`src/rtl/ssl_pkg.sv`:
```
`timescale 1ns / 1ps
// ----------------------------------------------------------------------------
// ssl_pkg: servo slew limiter shared types and constants
// Field types of the command and result channels, mode and register codes,
// and the fixed-point constants of the slew arithmetic (1/64 degree units).
// ----------------------------------------------------------------------------
package ssl_pkg;

  typedef logic        [2:0]  mode_t;
  typedef logic signed [15:0] angle_t;
  typedef logic        [13:0] pos_t;
  typedef logic        [31:0] ms_t;
  typedef logic        [7:0]  deg_t;

  // command modes
  localparam mode_t MODE_MOVE    = 3'd0;
  localparam mode_t MODE_TICK    = 3'd1;
  localparam mode_t MODE_ENABLE  = 3'd2;
  localparam mode_t MODE_DISABLE = 3'd3;
  localparam mode_t MODE_STOP    = 3'd4;

  // configuration registers
  localparam int CFG_IDX_W  = 1;
  localparam int CFG_DATA_W = 16;
  localparam logic [CFG_IDX_W-1:0] REG_SLEW_SPEED     = 1'd0;
  localparam logic [CFG_IDX_W-1:0] REG_MOVE_THRESHOLD = 1'd1;
  localparam logic [15:0] SLEW_SPEED_RST     = 16'd5760;
  localparam logic [7:0]  MOVE_THRESHOLD_RST = 8'd32;

  // angles in 1/64 degree
  localparam int TURN_UNITS  = 23040;
  localparam int RANGE_UNITS = 11520;
  localparam int DEG_SHIFT   = 6;

  // step = speed * elapsed / 1000, saturated at the servo range
  localparam int PROD_W     = 48;
  localparam int SMALL_W    = 24;
  localparam int RECIP_W    = 25;
  localparam int RECIP_SH   = 34;
  localparam int MS_PER_S   = 1000;
  // ceil(2^34 / 1000), exact for dividends below 2^24
  localparam logic [RECIP_W-1:0] RECIP_MS = 25'd17179870;
  // largest product whose quotient still fits the range
  localparam logic [PROD_W-1:0] SAT_PROD = 48'((RANGE_UNITS + 1) * MS_PER_S - 1);

endpackage

```
`src/rtl/ssl_cmd_if.sv`:
```
`timescale 1ns / 1ps
// ----------------------------------------------------------------------------
// ssl_cmd_if: command channel of the servo slew limiter
// Valid/ready channel carrying one command: mode, requested angle, time.
// ----------------------------------------------------------------------------
interface ssl_cmd_if import ssl_pkg::*; ();

  logic   valid;
  logic   ready;
  mode_t  mode;
  angle_t requested_angle;
  ms_t    now_ms;

  modport source (output valid, mode, requested_angle, now_ms, input ready);
  modport sink   (input valid, mode, requested_angle, now_ms, output ready);

endinterface

```
`src/rtl/ssl_res_if.sv`:
```
`timescale 1ns / 1ps
// ----------------------------------------------------------------------------
// ssl_res_if: result channel of the servo slew limiter
// Valid/ready channel carrying position and drive state after each command.
// ----------------------------------------------------------------------------
interface ssl_res_if import ssl_pkg::*; ();

  logic valid;
  logic ready;
  pos_t position;
  deg_t drive_degrees;
  logic drive_write;
  logic is_moving;
  logic is_enabled;

  modport source (output valid, position, drive_degrees, drive_write, is_moving,
                  is_enabled, input ready);
  modport sink   (input valid, position, drive_degrees, drive_write, is_moving,
                  is_enabled, output ready);

endinterface

```
`src/rtl/servo_slew_limiter.sv`:
```
`timescale 1ns / 1ps
// ----------------------------------------------------------------------------
// servo_slew_limiter: rate-limited servo position ramp
// Channels:
//   name  dir  handshake      payload
//   cmd   in   valid/ready    mode, requested_angle, now_ms
//   res   out  valid/ready    position, drive_degrees, drive_write,
//                             is_moving, is_enabled
//   cfg   in   cfg_we only    cfg_index, cfg_data
// One transaction per cycle sustained while res.ready is high; stages are
// input register, product register, result register. The servo state
// updates in the result stage, so consecutive commands do not wait on each other.
// Synchronous active-high rst clears state, flags and valids and loads the
// register defaults. A stalled result holds the stages behind it; cmd.ready
// drops only when all three stages are full and res.ready is low.
// ----------------------------------------------------------------------------
module servo_slew_limiter import ssl_pkg::*; (
  input  logic                  clk,
  input  logic                  rst,
  ssl_cmd_if.sink               cmd,
  ssl_res_if.source             res,
  input  logic                  cfg_we,
  input  logic [CFG_IDX_W-1:0]  cfg_index,
  input  logic [CFG_DATA_W-1:0] cfg_data
);

  // configuration
  logic [15:0] slew_speed;
  logic [7:0]  move_threshold;

  // servo state
  pos_t cur_pos;
  pos_t tgt_pos;
  logic moving;
  logic enabled;
  ms_t  last_ms;
  logic last_upd;

  // stage 1: input register
  logic   s1_valid;
  mode_t  s1_mode;
  angle_t s1_angle;
  ms_t    s1_now;

  // stage 2: products and folded angle
  logic              s2_valid;
  mode_t             s2_mode;
  pos_t              s2_fold;
  ms_t               s2_now;
  logic [PROD_W-1:0] s2_prod_a;
  logic [PROD_W-1:0] s2_prod_b;
  logic              s2_zero_a;
  logic              s2_zero_b;
  logic              s2_fwd;

  // result register
  logic out_valid;
  pos_t out_pos;
  logic out_write;
  logic out_moving;
  logic out_enabled;

  logic out_free;
  logic s2_adv;
  logic s1_adv;
  logic cmd_acc;

  assign out_free = !out_valid || res.ready;
  assign s2_adv   = s2_valid && out_free;
  assign s1_adv   = s1_valid && (!s2_valid || s2_adv);
  assign cmd.ready = !s1_valid || s1_adv;
  assign cmd_acc  = cmd.valid && cmd.ready;

  always_ff @(posedge clk) begin
    if (rst) begin
      slew_speed     <= SLEW_SPEED_RST;
      move_threshold <= MOVE_THRESHOLD_RST;
    end else if (cfg_we) begin
      case (cfg_index)
        REG_SLEW_SPEED:     slew_speed     <= cfg_data;
        REG_MOVE_THRESHOLD: move_threshold <= cfg_data[7:0];
        default: ;
      endcase
    end
  end

  // --------------------------------------------------------------------------
  // stage 1 -> 2: elapsed times, products, angle fold
  // --------------------------------------------------------------------------
  ms_t               elapsed_a;
  ms_t               elapsed_b;
  logic [PROD_W-1:0] prod_a;
  logic [PROD_W-1:0] prod_b;
  logic signed [16:0] ang_ext;
  logic signed [16:0] ang_wrap;
  pos_t              fold;

  // a: against the committed time stamp; b: against the command ahead,
  // used when that command moves the stamp to its own time
  assign elapsed_a = s1_now - last_ms;
  assign elapsed_b = s1_now - s2_now;
  assign prod_a    = PROD_W'(slew_speed) * PROD_W'(elapsed_a);
  assign prod_b    = PROD_W'(slew_speed) * PROD_W'(elapsed_b);

  always_comb begin
    ang_ext = {s1_angle[15], s1_angle};
    if (ang_ext[16]) begin
      ang_wrap = ang_ext + 17'(TURN_UNITS);
    end else if (ang_ext >= 17'(TURN_UNITS)) begin
      ang_wrap = ang_ext - 17'(TURN_UNITS);
    end else begin
      ang_wrap = ang_ext;
    end
    if (ang_wrap[16]) begin
      fold = '0;
    end else if (ang_wrap > 17'(RANGE_UNITS)) begin
      fold = pos_t'(RANGE_UNITS);
    end else begin
      fold = ang_wrap[13:0];
    end
  end

  always_ff @(posedge clk) begin
    if (rst) begin
      s1_valid <= 1'b0;
      s2_valid <= 1'b0;
    end else begin
      if (cmd.ready) s1_valid <= cmd.valid;
      if (s1_adv || s2_adv) s2_valid <= s1_adv;
    end
    if (cmd_acc) begin
      s1_mode  <= cmd.mode;
      s1_angle <= cmd.requested_angle;
      s1_now   <= cmd.now_ms;
    end
    if (s1_adv) begin
      s2_mode   <= s1_mode;
      s2_fold   <= fold;
      s2_now    <= s1_now;
      s2_prod_a <= prod_a;
      s2_prod_b <= prod_b;
      s2_zero_a <= (elapsed_a == '0);
      s2_zero_b <= (elapsed_b == '0);
      s2_fwd    <= s2_adv;
    end
  end

  // --------------------------------------------------------------------------
  // stage 2 -> result: step, state update
  // --------------------------------------------------------------------------
  logic                      use_b;
  logic [PROD_W-1:0]         prod;
  logic                      no_time;
  logic [SMALL_W+RECIP_W-1:0] quot_full;
  pos_t                      step;
  logic                      up;
  pos_t                      diff;
  pos_t                      err;
  pos_t                      cur_next;
  pos_t                      tgt_next;
  logic                      moving_next;
  logic                      enabled_next;
  ms_t                       last_ms_next;
  logic                      last_upd_next;
  logic                      write_next;

  assign use_b     = s2_fwd && last_upd;
  assign prod      = use_b ? s2_prod_b : s2_prod_a;
  assign no_time   = use_b ? s2_zero_b : s2_zero_a;
  assign quot_full = (SMALL_W + RECIP_W)'(prod[SMALL_W-1:0]) *
                     (SMALL_W + RECIP_W)'(RECIP_MS);
  assign step      = (prod > SAT_PROD) ? pos_t'(RANGE_UNITS)
                                       : quot_full[RECIP_SH +: 14];
  assign up        = tgt_pos > cur_pos;
  assign diff      = up ? tgt_pos - cur_pos : cur_pos - tgt_pos;
  assign err       = (s2_fold > cur_pos) ? s2_fold - cur_pos : cur_pos - s2_fold;

  always_comb begin
    cur_next      = cur_pos;
    tgt_next      = tgt_pos;
    moving_next   = moving;
    enabled_next  = enabled;
    last_ms_next  = last_ms;
    last_upd_next = 1'b0;
    write_next    = 1'b0;
    case (s2_mode)
      MODE_MOVE: begin
        tgt_next      = s2_fold;
        moving_next   = err > pos_t'(move_threshold);
        last_ms_next  = s2_now;
        last_upd_next = 1'b1;
      end
      MODE_TICK: begin
        if (enabled && moving && !no_time) begin
          if (diff <= step) begin
            cur_next    = tgt_pos;
            moving_next = 1'b0;
          end else if (up) begin
            cur_next = cur_pos + step;
          end else begin
            cur_next = cur_pos - step;
          end
          write_next    = 1'b1;
          last_ms_next  = s2_now;
          last_upd_next = 1'b1;
        end
      end
      MODE_ENABLE: begin
        enabled_next = 1'b1;
        write_next   = !moving;
      end
      MODE_DISABLE: begin
        enabled_next = 1'b0;
        moving_next  = 1'b0;
      end
      MODE_STOP: begin
        tgt_next    = cur_pos;
        moving_next = 1'b0;
      end
      default: ;
    endcase
  end

  always_ff @(posedge clk) begin
    if (rst) begin
      cur_pos   <= '0;
      tgt_pos   <= '0;
      moving    <= 1'b0;
      enabled   <= 1'b0;
      last_ms   <= '0;
      last_upd  <= 1'b0;
      out_valid <= 1'b0;
    end else begin
      if (out_free) out_valid <= s2_valid;
      if (s2_adv) begin
        cur_pos  <= cur_next;
        tgt_pos  <= tgt_next;
        moving   <= moving_next;
        enabled  <= enabled_next;
        last_ms  <= last_ms_next;
        last_upd <= last_upd_next;
      end
    end
    if (s2_adv) begin
      out_pos     <= cur_next;
      out_write   <= write_next;
      out_moving  <= moving_next && enabled_next;
      out_enabled <= enabled_next;
    end
  end

  assign res.valid         = out_valid;
  assign res.position      = out_pos;
  assign res.drive_degrees = deg_t'(out_pos >> DEG_SHIFT);
  assign res.drive_write   = out_write;
  assign res.is_moving     = out_moving;
  assign res.is_enabled    = out_enabled;

`ifndef SYNTH
  // a moving servo has somewhere to go
  a_moving_off_target: assert property (@(posedge clk) disable iff (rst)
    moving |-> (cur_pos != tgt_pos))
    else $error("moving flag set with position on target");

  // target and position stay inside the servo range
  a_state_in_range: assert property (@(posedge clk) disable iff (rst)
    (tgt_pos <= pos_t'(RANGE_UNITS)) && (cur_pos <= pos_t'(RANGE_UNITS)))
    else $error("servo state outside range");

  // a stalled result blocks the state update behind it
  a_stall_holds_state: assert property (@(posedge clk) disable iff (rst)
    (out_valid && !res.ready) |=> $stable(cur_pos) && $stable(tgt_pos))
    else $error("state changed while result stalled");

  // a drive update reports the new position with the servo enabled
  a_write_enabled: assert property (@(posedge clk) disable iff (rst)
    (res.valid && res.drive_write) |-> res.is_enabled)
    else $error("drive update while disabled");
`endif

endmodule
```
`src/flat_wrapper.sv`:
```
// flat-port wrapper written by rule: the top's interface ports become plain ports
module servo_slew_limiter_flat import ssl_pkg::*;
  (clk, rst, cfg_we, cfg_index, cfg_data, cmd_valid, cmd_mode, cmd_requested_angle, cmd_now_ms, cmd_ready, res_valid, res_position, res_drive_degrees, res_drive_write, res_is_moving, res_is_enabled, res_ready);
  ssl_cmd_if cmd_i ();
  ssl_res_if res_i ();
  input  logic clk;
  input  logic rst;
  input  logic cfg_we;
  input  logic [CFG_IDX_W-1:0] cfg_index;
  input  logic [CFG_DATA_W-1:0] cfg_data;
  input wire logic [$bits(cmd_i.valid)-1:0] cmd_valid;
  input wire logic [$bits(cmd_i.mode)-1:0] cmd_mode;
  input wire logic [$bits(cmd_i.requested_angle)-1:0] cmd_requested_angle;
  input wire logic [$bits(cmd_i.now_ms)-1:0] cmd_now_ms;
  output wire logic [$bits(cmd_i.ready)-1:0] cmd_ready;
  output wire logic [$bits(res_i.valid)-1:0] res_valid;
  output wire logic [$bits(res_i.position)-1:0] res_position;
  output wire logic [$bits(res_i.drive_degrees)-1:0] res_drive_degrees;
  output wire logic [$bits(res_i.drive_write)-1:0] res_drive_write;
  output wire logic [$bits(res_i.is_moving)-1:0] res_is_moving;
  output wire logic [$bits(res_i.is_enabled)-1:0] res_is_enabled;
  input wire logic [$bits(res_i.ready)-1:0] res_ready;
  assign cmd_i.valid = cmd_valid;
  assign cmd_i.mode = cmd_mode;
  assign cmd_i.requested_angle = cmd_requested_angle;
  assign cmd_i.now_ms = cmd_now_ms;
  assign cmd_ready = cmd_i.ready;
  assign res_valid = res_i.valid;
  assign res_position = res_i.position;
  assign res_drive_degrees = res_i.drive_degrees;
  assign res_drive_write = res_i.drive_write;
  assign res_is_moving = res_i.is_moving;
  assign res_is_enabled = res_i.is_enabled;
  assign res_i.ready = res_ready;
  servo_slew_limiter u_core (.clk(clk), .rst(rst), .cmd(cmd_i), .res(res_i), .cfg_we(cfg_we), .cfg_index(cfg_index), .cfg_data(cfg_data));
endmodule
```
`config.mk`:
```
export PLATFORM = sky130hd
export DESIGN_NAME = servo_slew_limiter_flat
export DESIGN_NICKNAME = d
export VERILOG_FILES = /design/src/rtl/ssl_pkg.sv /design/src/rtl/ssl_cmd_if.sv /design/src/rtl/ssl_res_if.sv /design/src/rtl/servo_slew_limiter.sv /design/src/flat_wrapper.sv
export SDC_FILE = /design/constraint.sdc
export NUM_CORES = 2
export LEC_CHECK = 0
export BUFFER_PORTS_ARGS = -buffer_cell sky130_fd_sc_hd__buf_2
export CAP_MARGIN = 10
export CORE_ASPECT_RATIO = 1.25
export CORE_MARGIN = 4
export CORE_UTILIZATION = 30
export CTS_BUF_LIST = sky130_fd_sc_hd__clkbuf_4
export CTS_CLUSTER_DIAMETER = 30
export DETAILED_ROUTE_END_ITERATION = 8
export GPL_TIMING_DRIVEN = 0
export HOLD_SLACK_MARGIN = 0.03
export SLEW_MARGIN = 5
export SYNTH_ARGS = -nofsm -noshare
export SYNTH_HDL_FRONTEND = slang
export SYNTH_SLANG_ARGS = --single-unit
```
`constraint.sdc`:
```
create_clock -name clk -period 15.8 [get_ports clk]
set_clock_uncertainty 0.05 [all_clocks]
set_input_delay 1.58 -clock clk [delete_from_list [all_inputs] [get_ports clk]]
set_output_delay 1.58 -clock clk [all_outputs]
set_load 0.05 [all_outputs]
```
* Word-level counts from Yosys, hierarchy flattened
Cells that the tools add are included.
Widths: inputs -> output; s select.
** Storage, ports and cells
- Output and inout port bits :: 27
- Register bits after elaboration :: 306
- Logic and storage cells :: 102
** Operators by class
- Bitwise logic cells :: 1
- Multiplexer cells :: 22
- Add/subtract/negate cells :: 10
- Reduce and logical (&&, ||, !) cells :: 27
- $lt $le $gt $ge :: 7
- Equality and inequality tests :: 5
- Multipliers :: 3
** Operator list (number)
- $mux 14 :: 8
- $mul 16x32->48 :: 2
- $sub 14x14->14 :: 5
- $logic_not 32->1 :: 2
- $pmux 32 s2 :: 1
- $sub 32x32->32 :: 2
- $gt 48x24->1 const B :: 1
- $mux 48 :: 1
- $mul 24x24->47 const B :: 1
- $mux 17 :: 2
- $mux 32 :: 1
- $gt 14x14->1 :: 2
- $pmux 14 s2 :: 1
- $add 16x16->17 const B :: 1
- $gt 17x15->1 const B :: 1
- $sub 16x16->17 const B :: 1
- $ge 16x16->1 const B :: 1
- $add 14x14->14 :: 1
- $gt 14x8->1 :: 1
- $le 14x14->1 :: 1
- $logic_and 1x1->1 :: 7
- $eq 3x2->1 const B :: 2
- $pmux 1 s2 :: 3
- $reduce_and 2->1 :: 3
- 12 further kinds :: 24

* Depth between registers and ports, before layout
- Depth after elaboration :: 9
- Mapped depth :: 47

* Worst setup path after synthesis
Ideal clock, no wire load.
- Kind :: input port to flip-flop
- Start point :: in res_ready
- End point :: reg u_core.s2_fold[0] (enable)
- Slack :: 2.518 ns
- Stages on the path :: 2
- Library setup time :: 0.882 ns
- Data arrival time :: 12.350 ns
- Path through :: nor2b_1 -> a21boi_0
** On the way
- Longest elaborated chain between the ends :: 4
** RTL lines
- start, declared :: line flat_wrapper.sv:22 : input wire logic [$bits(res_i.ready)-1:0] res_ready;
- $logic_or 1x1->1 :: line servo_slew_limiter.sv:68 : assign out_free = !out_valid || res.ready;
- $logic_and 1x1->1 :: line servo_slew_limiter.sv:69 : assign s2_adv = s2_valid && out_free;
- $logic_or 1x1->1 :: line servo_slew_limiter.sv:70 : assign s1_adv = s1_valid && (!s2_valid || s2_adv);
- $logic_and 1x1->1 :: line servo_slew_limiter.sv:70
- net u_core.s1_adv :: line servo_slew_limiter.sv:65 : logic s1_adv;
- end signal, assigned :: line servo_slew_limiter.sv:138 : s2_fold <= fold;
- end, declared :: line servo_slew_limiter.sv:48 : pos_t s2_fold;
The timed path passes the listed nets, and every way through them passes these cells.
A chain may end at the register's enable or synchronous reset.

* Worst setup path after layout
- Start point :: reg u_core.last_upd
- End point :: reg u_core.out_pos[13] (netlist: u_core.res.position[13]) (data pin)
** On the way
- Longest elaborated chain between the ends :: 9
** RTL lines
- start, declared :: line servo_slew_limiter.sv:37 : logic last_upd;
- start signal, assigned :: line servo_slew_limiter.sv:241 : last_upd <= last_upd_next;
- $logic_and 1x1->1 * :: line servo_slew_limiter.sv:167 : assign use_b = s2_fwd && last_upd;
- $mux 48 :: line servo_slew_limiter.sv:168 : assign prod = use_b ? s2_prod_b : s2_prod_a;
- $mul 24x24->47 or $gt 48x24->1 (tied branches) :: line servo_slew_limiter.sv:170, servo_slew_limiter.sv:172
- $mux 14 :: line servo_slew_limiter.sv:172 : assign step = (prod > SAT_PROD) ? pos_t'(RANGE_UNITS)
- $sub 14x14->14 or $add 14x14->14 (tied branches) :: line servo_slew_limiter.sv:201, servo_slew_limiter.sv:199
- $mux 14 :: line servo_slew_limiter.sv:198 : end else if (up) begin
- $mux 14 :: line servo_slew_limiter.sv:195 : if (diff <= step) begin
- $mux 14 * :: line servo_slew_limiter.sv:194 : if (enabled && moving && !no_time) begin
- $mux 14 * :: line servo_slew_limiter.sv:186 : case (s2_mode)
- net u_core.cur_next[13] :: line servo_slew_limiter.sv:159 : pos_t cur_next;
- end signal, assigned :: line servo_slew_limiter.sv:245 : out_pos <= cur_next;
- end, declared :: line servo_slew_limiter.sv:58 : pos_t out_pos;
The timed path passes the listed nets; every way through them passes the cells marked *.

==> results.rst <==
.. list-table::
   :header-rows: 1

   * - Metric
     - Value
   * - Syn avg cell area
     - 9.126 um2
   * - Min Tclk post-route
     - 13460 ps
   * - Post-route fraction of the period consumed by the critical path
     - 0.8522
   * - Vertical die dimension
     - 500.3 um
   * - Syn Inst Count
     - 6374
   * - Slowest cell delay on critical path
     - 660 ps
   * - Layout-stage area growth over the synthesis result
     - 9.671%
   * - Gates resized, CTS repair
     - 0
   * - DRC
     - 0
   * - Status
     - finished, final reports clean
   * - Hold buffer count at cts
     - 0
   * - Residual overflow from global routing
     - 0
   * - Total die area
     - 201100 um2
   * - Setup repair after global routing missed its margin
     - no
   * - Via/cell ratio
     - 4.889
   * - Class of the most critical setup path
     - register to register
   * - Fraction of registers with async set/reset
     - 0
   * - Share of final-layout standard cells stronger than drive strength 1
     - 0.05369
   * - Post-synthesis register bit count
     - 306
   * - Post CTS Setup Buffer Count
     - 0
   * - Number of enable flip-flop cells after synthesis
     - 216
   * - Level count of the clock H-tree
     - 3
   * - Maximum number of pins on one net before global-route repair
     - 28
   * - Most used standard cell by instance count after synthesis
     - inv_1
   * - Top cells by count, synth
     - inv_1 (1255), nand2_1 (1045), fa_1 (1002)
   * - Clk sinks
     - 306
   * - Routed via count
     - 45098
   * - Starting density of the core
     - 0.3021
   * - Net Count, Synth
     - 8076
   * - Crit end category
     - register
   * - Clock root cell
     - clkbuf_4
   * - Max frequency
     - 0.07427 GHz
   * - Data required, critical path
     - 16440 ps
   * - # Max-Cap Violations
     - 0
   * - Cell family with most CP delay
     - adder cells
   * - Detailed-router iteration count before antenna repair
     - 8
   * - IO Port Bufs
     - 98
   * - Proportion of synthesized chip area in sequential cells
     - 0.1425
   * - CTS tree
     - yes
   * - Total routed wirelength
     - 179.6 mm
   * - Number of rows in the core area
     - 180
   * - Core area
     - 192600 um2
   * - Number of warnings printed during yosys synthesis
     - 0
   * - Setup violation total in the final timing report
     - 0
   * - Number of buffers created by CTS
     - 92
   * - Number of nets in the layout
     - 8291
   * - Detail Placement HPWL
     - 152.0 mm
   * - CP bufs+invs
     - 7
   * - Global-route wire length before repair
     - 279.8 mm
   * - Number of buffers on the longest clock path
     - 3
   * - Worst-path fanout max
     - 10
   * - Antenna violations before repair
     - 9
   * - Final-report max-slew violation count
     - 0
   * - Area contributors post-synth
     - fa_1 (34%), ha_1 (13%), edfxtp_1 (11%)
   * - Cell with the most instances on the worst path
     - fa_1
   * - Die X
     - 401.9 um
   * - Total global-route track usage
     - 0.1798
   * - Arrival time at the worst endpoint
     - 14110 ps
   * - Slew at the pin closest to its max-slew limit
     - 1319 ps
   * - Iteration-0 DRC count of the detailed router
     - 2625
   * - Critical Path Start Type
     - register
   * - Number of top-level pins
     - 100
   * - Relative max-transition margin
     - 0.1140
   * - Average wire per standard cell
     - 19.47 um
   * - Synth cell types
     - 85
   * - Final hold vios
     - 0
   * - Clock Latency Late Sink
     - 1040 ps
   * - Via count of the first global-routing pass
     - 48616
   * - Summed instance area of the synthesized netlist
     - 58170 um2
   * - CP max-delay cell
     - clkbuf_1
   * - Worst hold path class
     - register to register
   * - Hold slack final
     - 291.9 ps
   * - Core Util, Final
     - 0.3313
   * - Cell accounting for the most synthesized area
     - fa_1
   * - Clock input transition at the sequential cells of the worst setup and hold paths
     - 70 ps
   * - Filler Cell Count
     - 20002
   * - GP Congestion
     - 0.9496
   * - Proportion of netlist area held by the largest area contributor
     - 0.3448
   * - Number of nets with antenna violations after routing
     - 0
   * - Post-synth top flop
     - edfxtp_1
## final cells by class
class / count / area, um2 / area share
Multi-Input combinational cell: 4560 / 44320 / 0.6947
Sequential cell: 306 / 8288 / 0.1299
Inverter: 1260 / 4730 / 0.07414
Tap cell: 2548 / 3188 / 0.04997
Buffer: 248 / 964.7 / 0.01512
Clock buffer: 127 / 953.4 / 0.01494
Timing Repair Buffer: 121 / 809.5 / 0.01269
Clock inverter: 46 / 523.0 / 0.008198
Antenna cell: 9 / 22.52 / 0.0003530
## layer usage
metal	global-route usage	part of all wire	up-vias
met2	0.3166	0.49	1365
met5	0	0	-
met1	0.2067	0.38	22716
li1	-	-	20508
met3	0.02637	0.055	509
met4	0.1070	0.071	0
## worst register-to-register path: cells and delay by family, from the launching register on
kind | cells | cell delay (ps)
buffers and inverters | 7 | 1970
flip-flops | 1 | 580
multiplexers | 1 | 160
adder cells (fa/ha/maj) | 10 | 4350
XOR/XNOR | 5 | 1000
AND/OR/NAND/NOR | 8 | 1520
AO/OA/AOI/OAI | 12 | 3530
## cell usage in the layout, fill, tap and decap left out, types with 64 or more instances in the layout
cell / n
dfxtp_1: 90
o21ai_0: 133
buf_2: 101
clkbuf_1: 235
a21o_1: 129
xor2_1: 64
a21oi_1: 282
clkbuf_4: 128
inv_1: 1255
nand2_1: 1045
and2_1: 275
xnor2_1: 170
fa_1: 1002
ha_1: 627
edfxtp_1: 216
nor2_1: 154
## state kept, by name (all words and copies together) (netlist names), 16 cells and up
| name | cells |
|---|---|
| u_core.slew_speed | 16 |
| u_core.last_ms | 32 |
| u_core.s2_prod_b | 48 |
| u_core.s2_prod_a | 48 |
| u_core.s1_now | 32 |
| u_core.s1_angle | 16 |
| u_core.s2_now | 32 |
## final timing paths
path	cells past startpoint	to	from	slack (ps)
worst max-delay path	43	u_core.res.position[13]	u_core.last_upd	2340
worst max register to register	43	u_core.res.position[13]	u_core.last_upd	2340
worst min-delay path	0	u_core.s2_mode[0]	u_core.s1_mode[0]	290
worst min register to register	0	u_core.s2_mode[0]	u_core.s1_mode[0]	290
## cell families after synthesis
logic type / Yosys count / share of synthesized area
buffers and inverters: 1508 / 0.09787
adder cells (fa/ha/maj): 1629 / 0.4797
flip-flops: 306 / 0.1425
AO/OA/AOI/OAI: 814 / 0.08924
XOR/XNOR: 245 / 0.03702
AND/OR/NAND/NOR: 1812 / 0.1432
multiplexers: 60 / 0.01045
## through the flow
stage                     cell area, um2  cells  TNS, ps  worst slack [ps]
after CTS                          63750   9213        0              2412
after detailed placement           62270   9040        0              2537
after global routing               63790   9223        0              1652
after global placement             61850   9020  -636640             -4358
after floorplan                    58170   6374        0              2518
final                              63790   9225        0              2335
Power is not shown: default switching activity piles up to over one toggle a cycle in this logic, so the estimate is an artifact.
